[src/sv/msp_pkg.sv]
// Shared types and constants for the multi-stack shared pool.
// No dependencies; every other file of the block imports this package.
`default_nettype none

package msp_pkg;

    // Fixed payload widths
    localparam int STACK_NUM_W = 4;
    localparam int DATA_W      = 32;

    // Opcodes
    localparam logic OP_PUSH = 1'b0;
    localparam logic OP_POP  = 1'b1;

    // Value returned when nothing was popped
    localparam logic signed [DATA_W-1:0] POP_NONE = '1;

    // Result status codes
    typedef enum logic [1:0] {
        ST_OK        = 2'd0,
        ST_INVALID   = 2'd1,
        ST_OVERFLOW  = 2'd2,
        ST_UNDERFLOW = 2'd3
    } t_status;

    // Controller to datapath commands
    typedef struct packed {
        logic load;   // request taken: capture it and read the pool
        logic exec;   // update heads and links, load the result
    } t_cmd;

endpackage

`default_nettype wire

[src/sv/msp_if.sv]
// Valid/ready channel interfaces for requests and results.
// Depends on msp_pkg for the payload widths.
`default_nettype none

interface msp_req_if
    import msp_pkg::*;
();
    logic                     valid;
    logic                     ready;
    logic                     opcode;
    logic [STACK_NUM_W-1:0]   stack_number;
    logic signed [DATA_W-1:0] push_value;

    modport source (output valid, opcode, stack_number, push_value, input ready);
    modport sink   (input valid, opcode, stack_number, push_value, output ready);
endinterface

interface msp_rsp_if
    import msp_pkg::*;
();
    logic                     valid;
    logic                     ready;
    logic [1:0]               status;
    logic signed [DATA_W-1:0] pop_value;
    logic                     stack_empty;

    modport source (output valid, status, pop_value, stack_empty, input ready);
    modport sink   (input valid, status, pop_value, stack_empty, output ready);
endinterface

`default_nettype wire

[src/sv/msp_ctrl.sv]
// Controller for the multi-stack pool: request handshake, two-step
// sequence and result valid. Depends on msp_pkg.
`default_nettype none

module msp_ctrl
    import msp_pkg::*;
(
    input  wire logic i_clk,
    input  wire logic i_rst_n,
    input  wire logic i_in_valid,
    output logic      o_in_ready,
    output logic      o_out_valid,
    input  wire logic i_out_ready,
    output t_cmd      o_cmd
);

    typedef enum logic {
        S_IDLE,
        S_EXEC
    } t_state;

    t_state r_state;
    logic   r_out_valid;

    // Take a request when idle and the result slot is free or being freed
    assign o_in_ready  = (r_state == S_IDLE) && (!r_out_valid || i_out_ready);
    assign o_cmd.load  = i_in_valid && o_in_ready;
    assign o_cmd.exec  = (r_state == S_EXEC);
    assign o_out_valid = r_out_valid;

    // State and result valid
    always_ff @(posedge i_clk) begin
        if (!i_rst_n) begin
            r_state     <= S_IDLE;
            r_out_valid <= 1'b0;
        end else begin
            case (r_state)
                S_IDLE: begin
                    if (r_out_valid && i_out_ready) begin
                        r_out_valid <= 1'b0;
                    end
                    if (o_cmd.load) begin
                        r_state <= S_EXEC;
                    end
                end
                S_EXEC: begin
                    r_out_valid <= 1'b1;
                    r_state     <= S_IDLE;
                end
                default: begin
                    r_state <= S_IDLE;
                end
            endcase
        end
    end

    // A taken request is executed in the next cycle
    a_load_then_exec: assert property (@(posedge i_clk) disable iff (!i_rst_n)
        o_cmd.load |=> o_cmd.exec)
        else $error("request not executed after load");

    // Execution always presents a result
    a_exec_then_valid: assert property (@(posedge i_clk) disable iff (!i_rst_n)
        o_cmd.exec |=> r_out_valid)
        else $error("result not valid after execution");

    // A result never appears without an execution step
    a_valid_from_exec: assert property (@(posedge i_clk) disable iff (!i_rst_n)
        $rose(r_out_valid) |-> $past(o_cmd.exec))
        else $error("result valid without execution");

    // No load while a request is in execution
    a_no_overlap: assert property (@(posedge i_clk) disable iff (!i_rst_n)
        !(o_cmd.load && o_cmd.exec))
        else $error("load during execution");

endmodule

`default_nettype wire

[src/sv/msp_dpath.sv]
// Datapath for the multi-stack pool: data and link memories, stack heads,
// free list head, fill count and result registers. Depends on msp_pkg.
`default_nettype none

module msp_dpath
    import msp_pkg::*;
#(
    parameter int NUM_STACKS = 4,
    parameter int POOL_SLOTS = 16
) (
    input  wire logic                     i_clk,
    input  wire logic                     i_rst_n,
    input  wire t_cmd                     i_cmd,
    input  wire logic                     i_opcode,
    input  wire logic [STACK_NUM_W-1:0]   i_stack_number,
    input  wire logic signed [DATA_W-1:0] i_push_value,
    output logic [1:0]                    o_status,
    output logic signed [DATA_W-1:0]      o_pop_value,
    output logic                          o_stack_empty
);

    localparam int SLOT_W = (POOL_SLOTS > 1) ? $clog2(POOL_SLOTS) : 1;
    localparam int LINK_W = $clog2(POOL_SLOTS + 1);
    localparam int SN_W   = (NUM_STACKS > 1) ? $clog2(NUM_STACKS) : 1;
    localparam logic [LINK_W-1:0] LINK_NULL = LINK_W'(POOL_SLOTS);

    // Pool memories (data undefined until written)
    logic [DATA_W-1:0] r_slot_data [POOL_SLOTS];
    logic [LINK_W-1:0] r_slot_link [POOL_SLOTS];

    // Control state
    logic [LINK_W-1:0] r_stack_head [NUM_STACKS];
    logic [LINK_W-1:0] r_free_head;
    logic [LINK_W-1:0] r_fill;      // slots below this have had their link written

    // Captured request and pool read data
    logic              r_op;
    logic              r_sn_ok;
    logic [SN_W-1:0]   r_sidx;
    logic [DATA_W-1:0] r_val;
    logic [LINK_W-1:0] r_head;
    logic [SLOT_W-1:0] r_slot;
    logic              r_virgin;
    logic [LINK_W-1:0] r_link_rd;
    logic [DATA_W-1:0] r_data_rd;

    // Result registers
    t_status           r_status;
    logic [DATA_W-1:0] r_pop;
    logic              r_empty;

    // Request decode
    logic              sn_ok;
    logic [SN_W-1:0]   sidx;
    logic [LINK_W-1:0] head_in;
    logic [LINK_W-1:0] rd_link;
    logic [SLOT_W-1:0] rd_slot;

    assign sn_ok   = ({1'b0, i_stack_number} < (STACK_NUM_W + 1)'(NUM_STACKS));
    assign sidx    = sn_ok ? i_stack_number[SN_W-1:0] : '0;
    assign head_in = r_stack_head[sidx];
    assign rd_link = (i_opcode == OP_PUSH) ? r_free_head : head_in;
    assign rd_slot = rd_link[SLOT_W-1:0];

    // Execution step
    logic              free_null;
    logic              head_null;
    logic [LINK_W-1:0] link_eff;
    logic              link_we;
    logic [LINK_W-1:0] link_wd;
    logic              data_we;
    logic              head_we;
    logic [LINK_W-1:0] n_head;
    logic              free_we;
    logic [LINK_W-1:0] n_free_head;
    logic              fill_inc;
    t_status           n_status;
    logic [DATA_W-1:0] n_pop;
    logic              n_empty;

    // An unwritten free slot is taken to link to the slot plus one
    assign link_eff  = r_virgin ? (LINK_W'(r_slot) + LINK_W'(1)) : r_link_rd;
    assign free_null = (r_free_head >= LINK_NULL);
    assign head_null = (r_head >= LINK_NULL);

    always_comb begin
        link_we     = 1'b0;
        link_wd     = r_head;
        data_we     = 1'b0;
        head_we     = 1'b0;
        n_head      = link_eff;
        free_we     = 1'b0;
        n_free_head = link_eff;
        fill_inc    = 1'b0;
        n_status    = ST_OK;
        n_pop       = POP_NONE;
        n_empty     = 1'b0;
        if (!r_sn_ok) begin
            n_status = ST_INVALID;
        end else if (r_op == OP_PUSH) begin
            if (free_null) begin
                n_status = ST_OVERFLOW;
                n_empty  = head_null;
            end else begin
                // free head slot goes on top of the stack
                link_we     = 1'b1;
                link_wd     = r_head;
                data_we     = 1'b1;
                head_we     = 1'b1;
                n_head      = LINK_W'(r_slot);
                free_we     = 1'b1;
                n_free_head = link_eff;
                fill_inc    = r_virgin;
            end
        end else begin
            if (head_null) begin
                n_status = ST_UNDERFLOW;
                n_empty  = 1'b1;
            end else begin
                // top slot goes back to the free list
                link_we     = 1'b1;
                link_wd     = r_free_head;
                head_we     = 1'b1;
                n_head      = link_eff;
                free_we     = 1'b1;
                n_free_head = LINK_W'(r_slot);
                n_pop       = r_data_rd;
                n_empty     = (link_eff >= LINK_NULL);
            end
        end
    end

    // Pool memories: write on execution, registered read on load
    always_ff @(posedge i_clk) begin
        if (i_cmd.exec && link_we) begin
            r_slot_link[r_slot] <= link_wd;
        end
        if (i_cmd.exec && data_we) begin
            r_slot_data[r_slot] <= r_val;
        end
        if (i_cmd.load) begin
            r_link_rd <= r_slot_link[rd_slot];
            r_data_rd <= r_slot_data[rd_slot];
        end
    end

    // Heads and fill count
    always_ff @(posedge i_clk) begin
        if (!i_rst_n) begin
            for (int k = 0; k < NUM_STACKS; k++) begin
                r_stack_head[k] <= LINK_NULL;
            end
            r_free_head <= '0;
            r_fill      <= '0;
        end else if (i_cmd.exec) begin
            if (head_we) begin
                r_stack_head[r_sidx] <= n_head;
            end
            if (free_we) begin
                r_free_head <= n_free_head;
            end
            if (fill_inc) begin
                r_fill <= r_fill + LINK_W'(1);
            end
        end
    end

    // Request capture and result registers
    always_ff @(posedge i_clk) begin
        if (i_cmd.load) begin
            r_op     <= i_opcode;
            r_sn_ok  <= sn_ok;
            r_sidx   <= sidx;
            r_val    <= i_push_value;
            r_head   <= head_in;
            r_slot   <= rd_slot;
            r_virgin <= (i_opcode == OP_PUSH) && (r_free_head == r_fill);
        end
        if (i_cmd.exec) begin
            r_status <= n_status;
            r_pop    <= n_pop;
            r_empty  <= n_empty;
        end
    end

    assign o_status      = r_status;
    assign o_pop_value   = r_pop;
    assign o_stack_empty = r_empty;

endmodule

`default_nettype wire

[src/sv/multi_stack_shared_pool.sv]
// Sequence: a taken request is captured together with its pool read, then
// executed in S_EXEC, which registers the result and sets its valid.
// Requests do not overlap: each needs the registered read of the link memory
// and then the write-back of heads and links before the next is taken.
// Reset: synchronous, active low; clears stack heads, free head and fill
// count. No clearing pass; slot data is undefined until pushed.
`default_nettype none

module multi_stack_shared_pool
    import msp_pkg::*;
#(
    parameter int NUM_STACKS = 4,
    parameter int POOL_SLOTS = 16
) (
    input  wire logic  i_clk,
    input  wire logic  i_rst_n,
    msp_req_if.sink    i_req,
    msp_rsp_if.source  o_rsp
);

    t_cmd cmd;

    // Sequencer
    msp_ctrl u_ctrl (
        .i_clk       (i_clk),
        .i_rst_n     (i_rst_n),
        .i_in_valid  (i_req.valid),
        .o_in_ready  (i_req.ready),
        .o_out_valid (o_rsp.valid),
        .i_out_ready (o_rsp.ready),
        .o_cmd       (cmd)
    );

    // Pool, heads and result
    msp_dpath #(
        .NUM_STACKS (NUM_STACKS),
        .POOL_SLOTS (POOL_SLOTS)
    ) u_dpath (
        .i_clk          (i_clk),
        .i_rst_n        (i_rst_n),
        .i_cmd          (cmd),
        .i_opcode       (i_req.opcode),
        .i_stack_number (i_req.stack_number),
        .i_push_value   (i_req.push_value),
        .o_status       (o_rsp.status),
        .o_pop_value    (o_rsp.pop_value),
        .o_stack_empty  (o_rsp.stack_empty)
    );

endmodule

`default_nettype wire
[src/flat_wrapper.sv]
// flat-port wrapper written by rule: the top's interface ports become plain ports
module multi_stack_shared_pool_flat import msp_pkg::*;
#(
    parameter int NUM_STACKS = 4,
    parameter int POOL_SLOTS = 16
)
  (i_clk, i_rst_n, i_req_valid, i_req_opcode, i_req_stack_number, i_req_push_value, i_req_ready, o_rsp_valid, o_rsp_status, o_rsp_pop_value, o_rsp_stack_empty, o_rsp_ready);
  msp_req_if i_req_i ();
  msp_rsp_if o_rsp_i ();
  input  wire logic i_clk;
  input  wire logic i_rst_n;
  input wire logic [$bits(i_req_i.valid)-1:0] i_req_valid;
  input wire logic [$bits(i_req_i.opcode)-1:0] i_req_opcode;
  input wire logic [$bits(i_req_i.stack_number)-1:0] i_req_stack_number;
  input wire logic [$bits(i_req_i.push_value)-1:0] i_req_push_value;
  output wire logic [$bits(i_req_i.ready)-1:0] i_req_ready;
  output wire logic [$bits(o_rsp_i.valid)-1:0] o_rsp_valid;
  output wire logic [$bits(o_rsp_i.status)-1:0] o_rsp_status;
  output wire logic [$bits(o_rsp_i.pop_value)-1:0] o_rsp_pop_value;
  output wire logic [$bits(o_rsp_i.stack_empty)-1:0] o_rsp_stack_empty;
  input wire logic [$bits(o_rsp_i.ready)-1:0] o_rsp_ready;
  assign i_req_i.valid = i_req_valid;
  assign i_req_i.opcode = i_req_opcode;
  assign i_req_i.stack_number = i_req_stack_number;
  assign i_req_i.push_value = i_req_push_value;
  assign i_req_ready = i_req_i.ready;
  assign o_rsp_valid = o_rsp_i.valid;
  assign o_rsp_status = o_rsp_i.status;
  assign o_rsp_pop_value = o_rsp_i.pop_value;
  assign o_rsp_stack_empty = o_rsp_i.stack_empty;
  assign o_rsp_i.ready = o_rsp_ready;
  multi_stack_shared_pool #(.NUM_STACKS(NUM_STACKS), .POOL_SLOTS(POOL_SLOTS)) u_core (.i_clk(i_clk), .i_rst_n(i_rst_n), .i_req(i_req_i), .o_rsp(o_rsp_i));
endmodule
[config.mk]
export PLATFORM = sky130hd
export DESIGN_NAME = multi_stack_shared_pool_flat
export DESIGN_NICKNAME = d
export VERILOG_FILES = /design/src/sv/msp_pkg.sv /design/src/sv/msp_if.sv /design/src/sv/msp_ctrl.sv /design/src/sv/msp_dpath.sv /design/src/sv/multi_stack_shared_pool.sv /design/src/flat_wrapper.sv
export SDC_FILE = /design/constraint.sdc
export NUM_CORES = 1
export LEC_CHECK = 0
export ABC_AREA = 1
export BUFFER_PORTS_ARGS = -buffer_cell sky130_fd_sc_hd__buf_4
export CAP_MARGIN = 20
export CORE_AREA = 3 3 230 289
export DETAILED_ROUTE_END_ITERATION = 16
export DIE_AREA = 0 0 233 292
export GPL_ROUTABILITY_DRIVEN = 0
export PLACE_DENSITY = 0.68
export REMOVE_ABC_BUFFERS = 1
export SYNTH_ARGS = -nofsm -noshare
export SYNTH_HDL_FRONTEND = slang
export SYNTH_SLANG_ARGS = --single-unit
[constraint.sdc]
create_clock -name i_clk -period 3.36 [get_ports i_clk]
set_input_delay 0.336 -clock i_clk [delete_from_list [all_inputs] [get_ports i_clk]]
set_output_delay 0.336 -clock i_clk [all_outputs]
set_load 0.05 [all_outputs]
# Word-level counts from Yosys, hierarchy flattened
# Memories as Yosys holds them, arrays and structs flattened. A register that Yosys moved wholly into a read port is not among the register bits.
# Cells that the tools add are included.
[op_classes] n_addsub=2 n_lt_le_gt_ge=4 n_eq_ne=2 mux=43 bitwise=4 reduce_logical=12
[ops] op="$mux W5" count=11
[ops] op="$mux W1" count=24
[ops] op="$ge A5 B5 Y1 const B" count=3
[ops] op="$mux W2" count=5
[ops] op="$logic_and A1 B1 Y1" count=6
[ops] op="$add A4 B1 Y5 const B" count=1
[ops] op="$add A5 B1 Y5 const B" count=1
[ops] op="$eq A5 B5 Y1" count=1
[ops] op="$reduce_or A5 Y1" count=1
[ops] op="$lt A4 B3 Y1 const B" count=1
[ops] op="$mux W4" count=1
[ops] op="$not A1 Y1" count=4
[ops] op="$pmux W1 S2" count=2
[ops] op="$reduce_and A2 Y1" count=2
[ops] op="$reduce_or A3 Y1" count=1
[ops] op="$ne A2 B1 Y1 const B" count=1
[ops] op="$logic_not A1 Y1" count=1
[ops] op="$logic_or A1 B1 Y1" count=1
[totals] ff_bits=93 mem_bits_rw=612 input_bits=41 elab_cells=84 memories=3
[memory_table] name="u_core.u_dpath.r_slot_data" words=16 word_bits=32 read_ports=1 rd_ports_with_merged_regs=1 write_ports=1 line="msp_dpath.sv:28" text="logic [DATA_W-1:0] r_slot_data [POOL_SLOTS];"
[memory_table] name="u_core.u_dpath.r_slot_link" words=16 word_bits=5 read_ports=1 rd_ports_with_merged_regs=1 write_ports=1 line="msp_dpath.sv:29" text="logic [LINK_W-1:0] r_slot_link [POOL_SLOTS];"
[memory_table] name="u_core.u_dpath.r_stack_head" words=4 word_bits=5 read_ports=1 rd_ports_with_merged_regs=0 write_ports=4 line="msp_dpath.sv:32" text="logic [LINK_W-1:0] r_stack_head [NUM_STACKS];"

# Longest topological paths before layout
# Gate-level depths: netlist of the first run.
[logic_depth] ltp_word=10 mapped_depth=15

# Hierarchy
# A second synthesis of the first run with hierarchy kept.
[unflattened] hier_cells=2867 hier_area_um2=31848.0
[by_module_without_submodules] module="msp_dpath" n_inst=1 cells_each=2855 area_each_um2=31750.5 seq_area_each_um2=22121.2
[by_module_without_submodules] module="msp_ctrl" n_inst=1 cells_each=12 area_each_um2=97.6 seq_area_each_um2=40.0

# Worst setup path after synthesis of the first run
# OpenSTA, ideal clock, no wires.
[synth_path] path_type="reg2reg" startpoint="register u_core.u_ctrl.r_state" endpoint="register u_core.u_dpath.r_data_rd[0], read port of u_core.u_dpath.r_slot_data, enable pin" setup_ps=437 arrival_time_ps=3529 t_required_ps=2923 slack_ps=-606 path_stages_with_launch=4 path_buffers=0 synth_period_minus_slack_ps=3966 cell_sequence="dfxtp_1 > a21oi_1 > nand2_1 > inv_1"
[synth_rtl] element="from (decl)" line="msp_ctrl.sv:22" text="t_state r_state;"
[synth_rtl] element="from (signal assigned)" line="msp_ctrl.sv:34" text="r_state <= S_IDLE;"
[synth_rtl] element="from (signal assigned)" line="msp_ctrl.sv:43" text="r_state <= S_EXEC;"
[synth_rtl] element="from (signal assigned)" line="msp_ctrl.sv:48" text="r_state <= S_IDLE;"
[synth_rtl] element="to (decl)" line="msp_dpath.sv:45" text="logic [DATA_W-1:0] r_data_rd;"

# Final worst setup path of the first run
[layout_path] startpoint="input port i_req_opcode" endpoint="register u_core.u_dpath.r_data_rd[10], read port of u_core.u_dpath.r_slot_data (data pin)"
[layout_between] elab_chain_cells=1
[layout_lines] element="from (decl)" line="flat_wrapper.sv:13" text="input wire logic [$bits(i_req_i.opcode)-1:0] i_req_opcode;"
[layout_lines] element="$mux W4" line="msp_dpath.sv:62" text="assign rd_link = (i_opcode == OP_PUSH) ? r_free_head : head_in;"
# No other way between the ends.
# A chain may end at the register's enable or synchronous reset.

==> results of run 1 <==
[placed cells by master (no fill, tap or decap), drive strengths merged, types with 34 or more instances in the layout]
cell,Yosys,routed
edfxtp,730,730
clkbuf,50,91
nor2,66,66
dlygate4sd3,0,34
inv,558,558
nand3b,74,74
buf,111,147
or2,36,36
nand2,437,437
nand3,732,732
[what timing repair did]
action / 4_1_cts / 5_1_grt
resized for setup: 0 / 0
endpoints found under the hold margin: 34 / 0
hold buffers: 34 / 0
[state kept, by name, indices dropped and copies added (netlist names), 20 cells and up]
register and flops:
u_core.u_dpath.r_stack_head 20, u_core.u_dpath.r_data_rd 32, u_core.u_dpath.r_slot_data 512, u_core.u_dpath.r_slot_link 80
u_core.u_dpath.r_val 32, u_core.u_dpath.o_pop_value 32
[metal layers]
layer,part of all wire (%),wire [um]
met5,0,0
met2,48,38900
met1,40,31900
met3,8.2,6610
met4,4.0,3210
[power by group through the flow]
stage	Clock [uW]	Sequential, uW	Combinational, uW
after floorplan	0	10700	790
after global placement	0	10700	1320
after detailed placement	0	10700	1340
after CTS	8180	10500	1380
after global routing	8550	10500	1510
final	8050	10500	1390
[cell usage after synthesis, types with 2 or more instances]
cell type  number
a21oi_1         9
ha_1            5
o211ai_1        5
edfxtp_1      730
nor3_1          2
nand3b_1       74
o21ai_1         2
o22ai_1         3
buf_1           2
dfxtp_1        12
nand2_2         3
nand3_1       731
buf_6           3
nor2_1         65
clkbuf_1       49
or2_2          34
buf_2          77
nand2_1       433
o21ai_0        22
inv_1         557
clkinv_1        2
buf_4          29
[cells by family after synthesis]
kind of cell / count (synthesis)
adders and majority gates: 5
and+or+nand+nor: 1348
AOI/OAI and AO/OA: 48
muxes: 1
buffers and inverters: 721
DFF: 742
xor gates and xnor gates: 2
[critical path, cell delays in order]
cell and delay [ps]:
dlygate4sd3_1 540, buf_4 180, inv_1 420, nand2_4 190, nand2_8 340, buf_4 390
nand2_1 110, nand3_1 80, nand3_1 100, nand3_1 100, nand2_1 60
[path summary, 6_finish.rpt]
path | from | endpoint | depth (start not counted)
worst max register to register | u_core.u_dpath.r_op$_DFFE_PP_ | u_core.u_dpath.r_slot_data[10][9]$_DFFE_PP_ | 7
worst max-delay path | i_req_opcode | u_core.u_dpath.r_data_rd[10]$_DFFE_PP_ | 11
worst min register to register | u_core.u_dpath.r_data_rd[10]$_DFFE_PP_ | u_core.u_dpath.o_pop_value[10]$_SDFFCE_PP1P_ | 1
worst min-delay path | i_req_stack_number[3] | u_core.u_dpath.r_sn_ok$_DFFE_PP_ | 2
[per-stage QoR]
| stage | instances | total power, uW | setup TNS, ps | util (%) | setup slack [ps] |
|---|---|---|---|---|---|
| 6_report | 3863 | 19900 | 0 | 56.8 | 816 |
| 5_1_grt | 3863 | 20600 | 0 | 56.8 | 704 |
| 4_1_cts | 3863 | 20100 | 0 | 56.8 | 844 |
| 3_5_place_dp | 3701 | 12000 | 0 | 52.6 | 660 |
| 3_3_place_gp | 3701 | 12000 | 0 | 52.6 | 717 |
| 2_1_floorplan | 2706 | 11500 | -268430 | - | -3750 |
[final cells by class]
class                      instances  area, um2  share of cell area, %
multi-input combinational       1404       6940                   19.0
clock buffer                      91       1970                   5.40
sequential                       742      22200                   60.8
clock inverter                    37        373                   1.02
tap                              848       1060                   2.91
timing repair buffer             181       1820                   4.99
inverter                         560       2100                   5.78
==> out/qor.yml, run 1 <==
die_h_um: 292
avgSynthCellArea_um2: 11.1
post-route-drc-count: 0
core-area_um2: 64200
clk_pin_slew_worst_paths_ps: 60
final-hold-violation-count: 0
fin_skew_ps: 32.0
num_vias: 21300
grt.busiest_layer: "met2"
power.switching_uw: 4470
p_clk_share_pct: 40.4
grt_pass1_wl_um: 122000
critPathKind: "primary input to flop"
synth_area_um2: 31800
area_delta_synth_final_pct: 14.4
ys_ff_latch: 742
dr.pass1.iters: 6
viasPerCell: 5.53
synth_top_flop_cell: "edfxtp_1"
n_antenna_cell: 0
ys_types: 40
power_frac_seq_pct: 52.6
drive_gt1_share_pct: 10.4
synthCells: 2867
synthAdderAreaFrac_pct: 0.196
synth-xor-area-share_pct: 0.0550
max_slew.worst_pin.slew_ps: 760
grt_max_degree: 142
fp.dieW_um: 233
swShare_pct: 22.4
insertion_delay_ps: 620
status: "finished, final reports clean"
critPathLaunchType: "primary input"
first_iter_violations: 2420
yosys_warnings: 0
fmax_mhz: 393
cts_root_buffer: "clkbuf_16"
cts_buffers: 73
period_needed_ps: 2540
slew_headroom_pct: 49.3
drv_cap: 0
comb_power_share_pct: 7.0
synth_edf_count: 730
holdWs_ps: 37.4
grt_use_met3_pct: 3.02
cts_tree: "done"
htreeDepth: 3
synthMuxAreaShare_pct: 0.0314
worstPathArrival_ps: 2900
antenna_left: 0
ys_seq_area_share_pct: 69.6
required_ps: 3720
grt_util_all_layers_pct: 23.6
finish.net_count: 3008
postCtsSetupRepairBufs: 0
crit_path_end_kind: "flop"
leakagePower_uw: 0.0144
p_int_uw: 15500
placed_area_um2: 33700
fin_crit_sh_pct: 75.7
cts_buffer_depth: 3
r2r_slack_ps: 940
io_buffers: 77
yosys.area_share.simple_pct: 20.0
cp_max_fo: 33
rsz0062_at_grt: "false"
routed_wl_um: 80600
async_reset_ff_share_pct: 0
cts_sinks: 742
drv_slew: 0
setup-violations-final: 0
ys_top_cells_by_area: "edfxtp_1 (69%), nand3_1 (11%), inv_1 (6.6%)"
grt_use_met1_pct: 31.5
grt_overflow: 0
use_met2_pct: 38.4
fill_cells: 5075
antenna_found_initial: 1
synth_compound_area_share_pct: 0.876
pin_count: 78
die_area_um2: 68000
grt_pass1_vias: 21100
synth_top_family_by_area: "simple AND/OR/NAND/NOR gates"
wl_per_cell_um: 20.9
initial_utilization_pct: 49.6
hold_path_class: "primary input to flop"
fin_area_um2: 36400
synthDominantCellAreaShare_pct: 68.8
power.density_nw_per_um2: 547
irDropWorstVdd_mv: 0.473
hpwlAfterDp_um: 42800
core.rowCount: 104
yosysTopAreaCell: "edfxtp_1"
Power figures use the tool's default switching activity.
==> inputs of run 2 (changes only) <==
--- a/config.mk
+++ b/config.mk
@@ -12,7 +12,7 @@
 export DETAILED_ROUTE_END_ITERATION = 16
 export DIE_AREA = 0 0 233 292
 export GPL_ROUTABILITY_DRIVEN = 0
-export PLACE_DENSITY = 0.68
+export PLACE_DENSITY = 0.66
 export REMOVE_ABC_BUFFERS = 1
 export SYNTH_ARGS = -nofsm -noshare
 export SYNTH_HDL_FRONTEND = slang
==> constraint.sdc (replaced) <==
create_clock -name i_clk -period 2.6 [get_ports i_clk]
set_input_delay 0.26 -clock i_clk [delete_from_list [all_inputs] [get_ports i_clk]]
set_output_delay 0.26 -clock i_clk [all_outputs]
set_load 0.05 [all_outputs]
==> out/qor.yml, run 2 (synthesized netlist as in run 1, its figures left out) <==
worst_path_max_delay_cell: "dlygate4sd3_1"  # unchanged
reg.largest.list: "u_core.u_dpath.r_slot_data (512), u_core.u_dpath.r_slot_link (80)"  # unchanged
max_slew.worst_pin.slew_ps: 697  # was 760 ps
finish.net_count: 3021  # was 3008
cts_buffer_depth: 3  # unchanged
grt_overflow: 0  # unchanged
grt_pass1_vias: 20900  # was 21100
cts_tree: "done"  # unchanged
hold_end: "u_core.u_dpath.r_sidx[1]$_DFFE_PP_"  # was u_core.u_dpath.r_sn_ok$_DFFE_PP_
crit_path_end_kind: "flop"  # unchanged
final_cell_mix: "nand3_1 (730), edfxtp_1 (730), inv_1 (555)"  # unchanged
status: "finished, final reports clean"  # unchanged
cts_buffers: 73  # unchanged
num_vias: 21200  # was 21300
grt_util_all_layers_pct: 23.5  # was 23.6%
drv_slew: 0  # unchanged
rr_startpoint: "u_core.u_dpath.r_op$_DFFE_PP_"  # unchanged
initial_utilization_pct: 49.6  # unchanged
worstPathArrival_ps: 2750  # was 2900 ps
drive_gt1_share_pct: 10.6  # was 10.4%
irDropWorstVdd_mv: 0.402  # was 0.473 mV
hold_path_class: "primary input to flop"  # unchanged
cp_cell_sequence: "dlygate4sd3_1 -> buf_4 -> nor2_4 -> nand2_2 -> nand2_1 -> nand3_1 -> nand3_4 -> buf_12 -> buf_4 -> nand3_1 -> nand3_1 -> nand3_1 -> nand3_1 -> nand2_1"  # was dlygate4sd3_1 -> buf_4 -> inv_1 -> nand2_4 -> nand2_8 -> buf_4 -> nand2_1 -> nand3_1 -> nand3_1 -> nand3_1 -> nand2_1
slew_headroom_pct: 53.5  # was 49.3%
critPathLaunchType: "primary input"  # unchanged
cp_common_cell: "nand3_1"  # unchanged
setup_ws_ps: 194  # was 816 ps
critPathKind: "primary input to flop"  # unchanged
core-area_um2: 64200  # unchanged
pin_count: 78  # unchanged
antenna_left: 0  # unchanged
worst_r2r_endpoint: "u_core.u_dpath.r_stack_head[3][1]$_DFFE_PP_"  # was u_core.u_dpath.r_slot_data[10][9]$_DFFE_PP_
final-hold-violation-count: 0  # unchanged
fin_skew_ps: 23.3  # was 32.0 ps
cp_max_fo: 28  # was 33
wl_per_cell_um: 20.6  # was 20.9 um
hold_start: "i_req_stack_number[1]"  # was i_req_stack_number[3]
fp.dieW_um: 233  # unchanged
antenna_found_initial: 1  # unchanged
n_antenna_cell: 0  # unchanged
fill_cells: 5056  # was 5075
cts_root_buffer: "clkbuf_16"  # unchanged
top_register: "u_core.u_dpath.r_slot_data"  # unchanged
r2r_slack_ps: 260  # was 940 ps
hpwlAfterDp_um: 43500  # was 42800 um
fmax_mhz: 416
insertion_delay_ps: 610  # was 620 ps
largest_reg_flops: 512  # unchanged
leakagePower_uw: 0.0146  # was 0.0144 uW
first_iter_violations: 2285  # was 2420
max_stage_delay_ps: 530  # was 540 ps
grt_max_degree: 91  # was 142
cts_sinks: 742  # unchanged
viasPerCell: 5.48  # was 5.53
rsz0062_at_grt: "false"  # unchanged
setup-violations-final: 0  # unchanged
period_needed_ps: 2410
utilization_pct: 57.1  # was 56.8%
power.density_nw_per_um2: 702  # was 547 nW/um2
clk_pin_slew_worst_paths_ps: 70  # was 60 ps
min_path_cells: 3  # was 2
die_area_um2: 68000  # unchanged
drv_cap: 0  # unchanged
die_h_um: 292  # unchanged
required_ps: 2950  # was 3720 ps
fin_crit_sh_pct: 92.5
grt_pass1_wl_um: 122000  # about the same
routed_wl_um: 79700  # was 80600 um
dr.pass1.iters: 6  # unchanged
htreeDepth: 3  # unchanged
preCtsSetupSlack_ps: 154  # was 660 ps
io_buffers: 77  # unchanged
reg2regPathDepth: 8  # was 7
post-route-drc-count: 0  # unchanged
core.rowCount: 104  # unchanged
area_delta_synth_final_pct: 15.1  # was 14.4%
run 2: power breakdown:
group | total, uW | switching [uW] | internal [uW]
sequential | 13600 | 203 | 13400
clock | 10300 | 4310 | 5980
combinational | 1840 | 1240 | 600
run 2: timing repair:
action / CTS / global route
resized for setup: 0 / 0
buffers inserted: 0 / 0
endpoints found under the hold margin: 40 / 0
hold buffers: 38 / 0
run 2: metal layers:
metal	share of wire (%)	up-vias	GRT usage, %
met3	8.1	180	3.70
met1	40	10300	31.2
li1	-	9805	-
met5	0.016	-	0
met2	49	981	39.0
met4	3.2	2	9.29
run 2: worst max path at each step:
| stage | startpoint | end | slack, ps | cells past startpoint |
|---|---|---|---|---|
| final | i_req_stack_number[3] | u_core.u_dpath.r_data_rd[12]$_DFFE_PP_ | 190 | 14 |
| after global routing | i_req_stack_number[3] | u_core.u_dpath.r_data_rd[12]$_DFFE_PP_ | 20 | 14 |
| after CTS | i_req_stack_number[3] | u_core.u_dpath.r_data_rd[12]$_DFFE_PP_ | 260 | 14 |
| after detailed placement | i_req_stack_number[2] | u_core.u_dpath.r_data_rd[12]$_DFFE_PP_ | 150 | 13 |
| after global placement | i_req_stack_number[2] | u_core.u_dpath.r_data_rd[12]$_DFFE_PP_ | 240 | 13 |
| after floorplan | i_req_opcode | u_core.u_dpath.r_data_rd[15]$_DFFE_PP_ | -4430 | 8 |
run 2: critical path, delay by kind of cell:
| family | cells | cell delay [ps] |
|---|---|---|
| simple gates | 10 | 1240 |
| buf+inv | 4 | 1220 |
run 2: cell type report:
cell class	count	area, um2	share of cell area (%)
tap	848	1060	2.90
timing repair buffer	194	2080	5.67
clock inverter	31	308	0.840
inverter	560	2100	5.74
multi-input combinational	1404	6940	18.9
clock buffer	94	1990	5.43
sequential	742	22200	60.5
run 2: per-stage QoR:
stage | cell area (um2) | hold slack [ps] | power (uW) | setup TNS [ps] | std cells
global placement | 34000 | 438 | 15600 | 0 | 3710
finish | 36600 | 107 | 25700 | 0 | 3873
CTS | 36600 | 63.0 | 25900 | 0 | 3873
global route | 36600 | 115 | 26500 | 0 | 3873
detailed placement | 34000 | 439 | 15600 | 0 | 3710
floorplan | 31000 | 359 | 14800 | -747570 | 2706
==> inputs of run 3 (changes only) <==
--- a/config.mk
+++ b/config.mk
@@ -12,6 +12,7 @@
 export DETAILED_ROUTE_END_ITERATION = 16
 export DIE_AREA = 0 0 233 292
 export GPL_ROUTABILITY_DRIVEN = 0
+export MAX_ROUTING_LAYER = met4
 export PLACE_DENSITY = 0.66
 export REMOVE_ABC_BUFFERS = 1
 export SYNTH_ARGS = -nofsm -noshare
==> out/qor.yml, run 3 (synthesized netlist as in run 1, its figures left out) <==
status: "finished, final reports clean"  # unchanged
num_vias: 21300  # was 21200
grt_use_met3_pct: 3.62  # was 3.70%
first_iter_violations: 2298  # was 2285
max_slew.worst_pin.slew_ps: 718  # was 697 ps
largest_reg_flops: 512  # unchanged
routed_wl_um: 79700  # about the same
reg.largest.list: "u_core.u_dpath.r_slot_data (512), u_core.u_dpath.r_slot_link (80)"  # unchanged
r2r_slack_ps: 260  # about the same
fin_crit_sh_pct: 93.7  # was 92.5%
cp_common_cell: "nand3_1"  # unchanged
antenna_left: 0  # unchanged
die_area_um2: 68000  # unchanged
hold_start: "i_req_stack_number[1]"  # unchanged
grt_use_met1_pct: 31.2  # about the same
drive_gt1_share_pct: 10.6  # unchanged
antenna_found_initial: 1  # unchanged
grt_pass1_vias: 20900  # about the same
fmax_mhz: 411  # was 416 MHz
fin_area_um2: 36600  # about the same
area_delta_synth_final_pct: 15.1  # about the same
period_needed_ps: 2440  # was 2410 ps
htreeDepth: 3  # unchanged
top_register: "u_core.u_dpath.r_slot_data"  # unchanged
worst_r2r_endpoint: "u_core.u_dpath.r_stack_head[3][1]$_DFFE_PP_"  # unchanged
min_path_cells: 3  # unchanged
cts_root_buffer: "clkbuf_16"  # unchanged
fin_skew_ps: 24.2  # was 23.3 ps
power.density_nw_per_um2: 701  # was 702 nW/um2
io_buffers: 77  # unchanged
placed_area_um2: 34000  # unchanged
cts_tree: "done"  # unchanged
power.total_uw: 25700  # about the same
core-area_um2: 64200  # unchanged
cts_sinks: 742  # unchanged
fin_setup_tns_ps: 0  # unchanged
cp_max_fo: 28  # unchanged
finish.net_count: 3021  # unchanged
reg2regPathDepth: 8  # unchanged
hpwlAfterDp_um: 43500  # unchanged
critPathLaunchType: "primary input"  # unchanged
die_h_um: 292  # unchanged
grt_pass1_wl_um: 122000  # about the same
final_cell_mix: "nand3_1 (730), edfxtp_1 (730), inv_1 (555)"  # unchanged
worst_path_max_delay_cell: "dlygate4sd3_1"  # unchanged
setup-violations-final: 0  # unchanged
drv_slew: 0  # unchanged
rsz0062_at_grt: "false"  # unchanged
insertion_delay_ps: 610  # about the same
final-hold-violation-count: 0  # unchanged
grt_overflow: 0  # unchanged
leakagePower_uw: 0.0146  # unchanged
cp_cell_sequence: "dlygate4sd3_1 -> buf_4 -> nor2_4 -> nand2_2 -> nand2_1 -> nand3_1 -> nand3_4 -> buf_12 -> buf_4 -> nand3_1 -> nand3_1 -> nand3_1 -> nand3_1 -> nand2_1"  # unchanged
slew_headroom_pct: 52.1  # was 53.5%
fp.dieW_um: 233  # unchanged
cts_buffers: 73  # unchanged
max_stage_delay_ps: 530  # about the same
rr_startpoint: "u_core.u_dpath.r_op$_DFFE_PP_"  # unchanged
post_cts_resized: 0  # unchanged
hold_path_class: "primary input to flop"  # unchanged
grt.busiest_layer: "met2"  # unchanged
initial_utilization_pct: 49.6  # unchanged
dr.pass1.iters: 6  # unchanged
required_ps: 2950  # about the same
wl_per_cell_um: 20.6  # about the same
hold_end: "u_core.u_dpath.r_sidx[1]$_DFFE_PP_"  # unchanged
cts_buffer_depth: 3  # unchanged
use_met2_pct: 39.0  # about the same
worstPathArrival_ps: 2780  # was 2750 ps
critPathKind: "primary input to flop"  # unchanged
grt_max_degree: 91  # unchanged
viasPerCell: 5.50  # was 5.48
clk_pin_slew_worst_paths_ps: 70  # about the same
crit_path_end_kind: "flop"  # unchanged
fill_cells: 5055  # was 5056
post-route-drc-count: 0  # unchanged
grt_util_all_layers_pct: 24.2  # was 23.5%
irDropWorstVdd_mv: 0.403  # was 0.402 mV
drv_cap: 0  # unchanged
core.rowCount: 104  # unchanged
pin_count: 78  # unchanged
[run 3: worst max-delay path, delay by kind of cell]
family | cells | cell delay (ps)
simple gates | 10 | 1270
buf+inv | 4 | 1230
[run 3: power breakdown]
| group | internal [uW] | switching (uW) | total [uW] |
|---|---|---|---|
| clock network | 5980 | 4310 | 10300 |
| logic | 600 | 1240 | 1840 |
| registers | 13400 | 204 | 13600 |
| total | 20000 | 5750 | 25700 |
[run 3: worst max path at each step]
| stage | startpoint | endpoint | slack (ps) | cells past startpoint |
|---|---|---|---|---|
| after floorplan | i_req_opcode | u_core.u_dpath.r_data_rd[15]$_DFFE_PP_ | -4430 | 8 |
| after global placement | i_req_stack_number[2] | u_core.u_dpath.r_data_rd[12]$_DFFE_PP_ | 240 | 13 |
| after detailed placement | i_req_stack_number[2] | u_core.u_dpath.r_data_rd[12]$_DFFE_PP_ | 150 | 13 |
| after CTS | i_req_stack_number[3] | u_core.u_dpath.r_data_rd[12]$_DFFE_PP_ | 260 | 14 |
| after global routing | i_req_stack_number[3] | u_core.u_dpath.r_data_rd[12]$_DFFE_PP_ | 20 | 14 |
| final | i_req_stack_number[3] | u_core.u_dpath.r_data_rd[12]$_DFFE_PP_ | 160 | 14 |
[run 3: final cells by class]
cell class	instances	area [um2]	share of cell area, %
multi-input cells	1404	6940	18.9
flip-flops and latches	742	22200	60.5
well taps	848	1060	2.90
diodes	1	2.50	0.00683
clock buffers	94	1990	5.43
inverters	560	2100	5.74
clock inverters	31	308	0.840
repair buffers	194	2080	5.67
[run 3: metal layers]
metal / up-vias / part of all wire (%)
li1: 9808 / -
met1: 10300 / 40
met2: 946 / 49
met3: 192 / 7.4
met4: 0 / 3.2
met5: - / 0
[run 3: timing repair]
action / in CTS / in global routing
buffers inserted: 0 / 0
endpoints found under the hold margin: 40 / 0
hold buffers: 38 / 0
[run 3: through the flow]
stage | instances | utilization [%] | hold slack, ps | worst slack (ps)
finish | 3874 | 57.1 | 107 | 164
detailed placement | 3710 | 52.9 | 439 | 154
floorplan | 2706 | - | 359 | -4430
CTS | 3873 | 57.1 | 63.0 | 258
global placement | 3710 | 52.9 | 438 | 236
global route | 3874 | 57.1 | 115 | 24.6
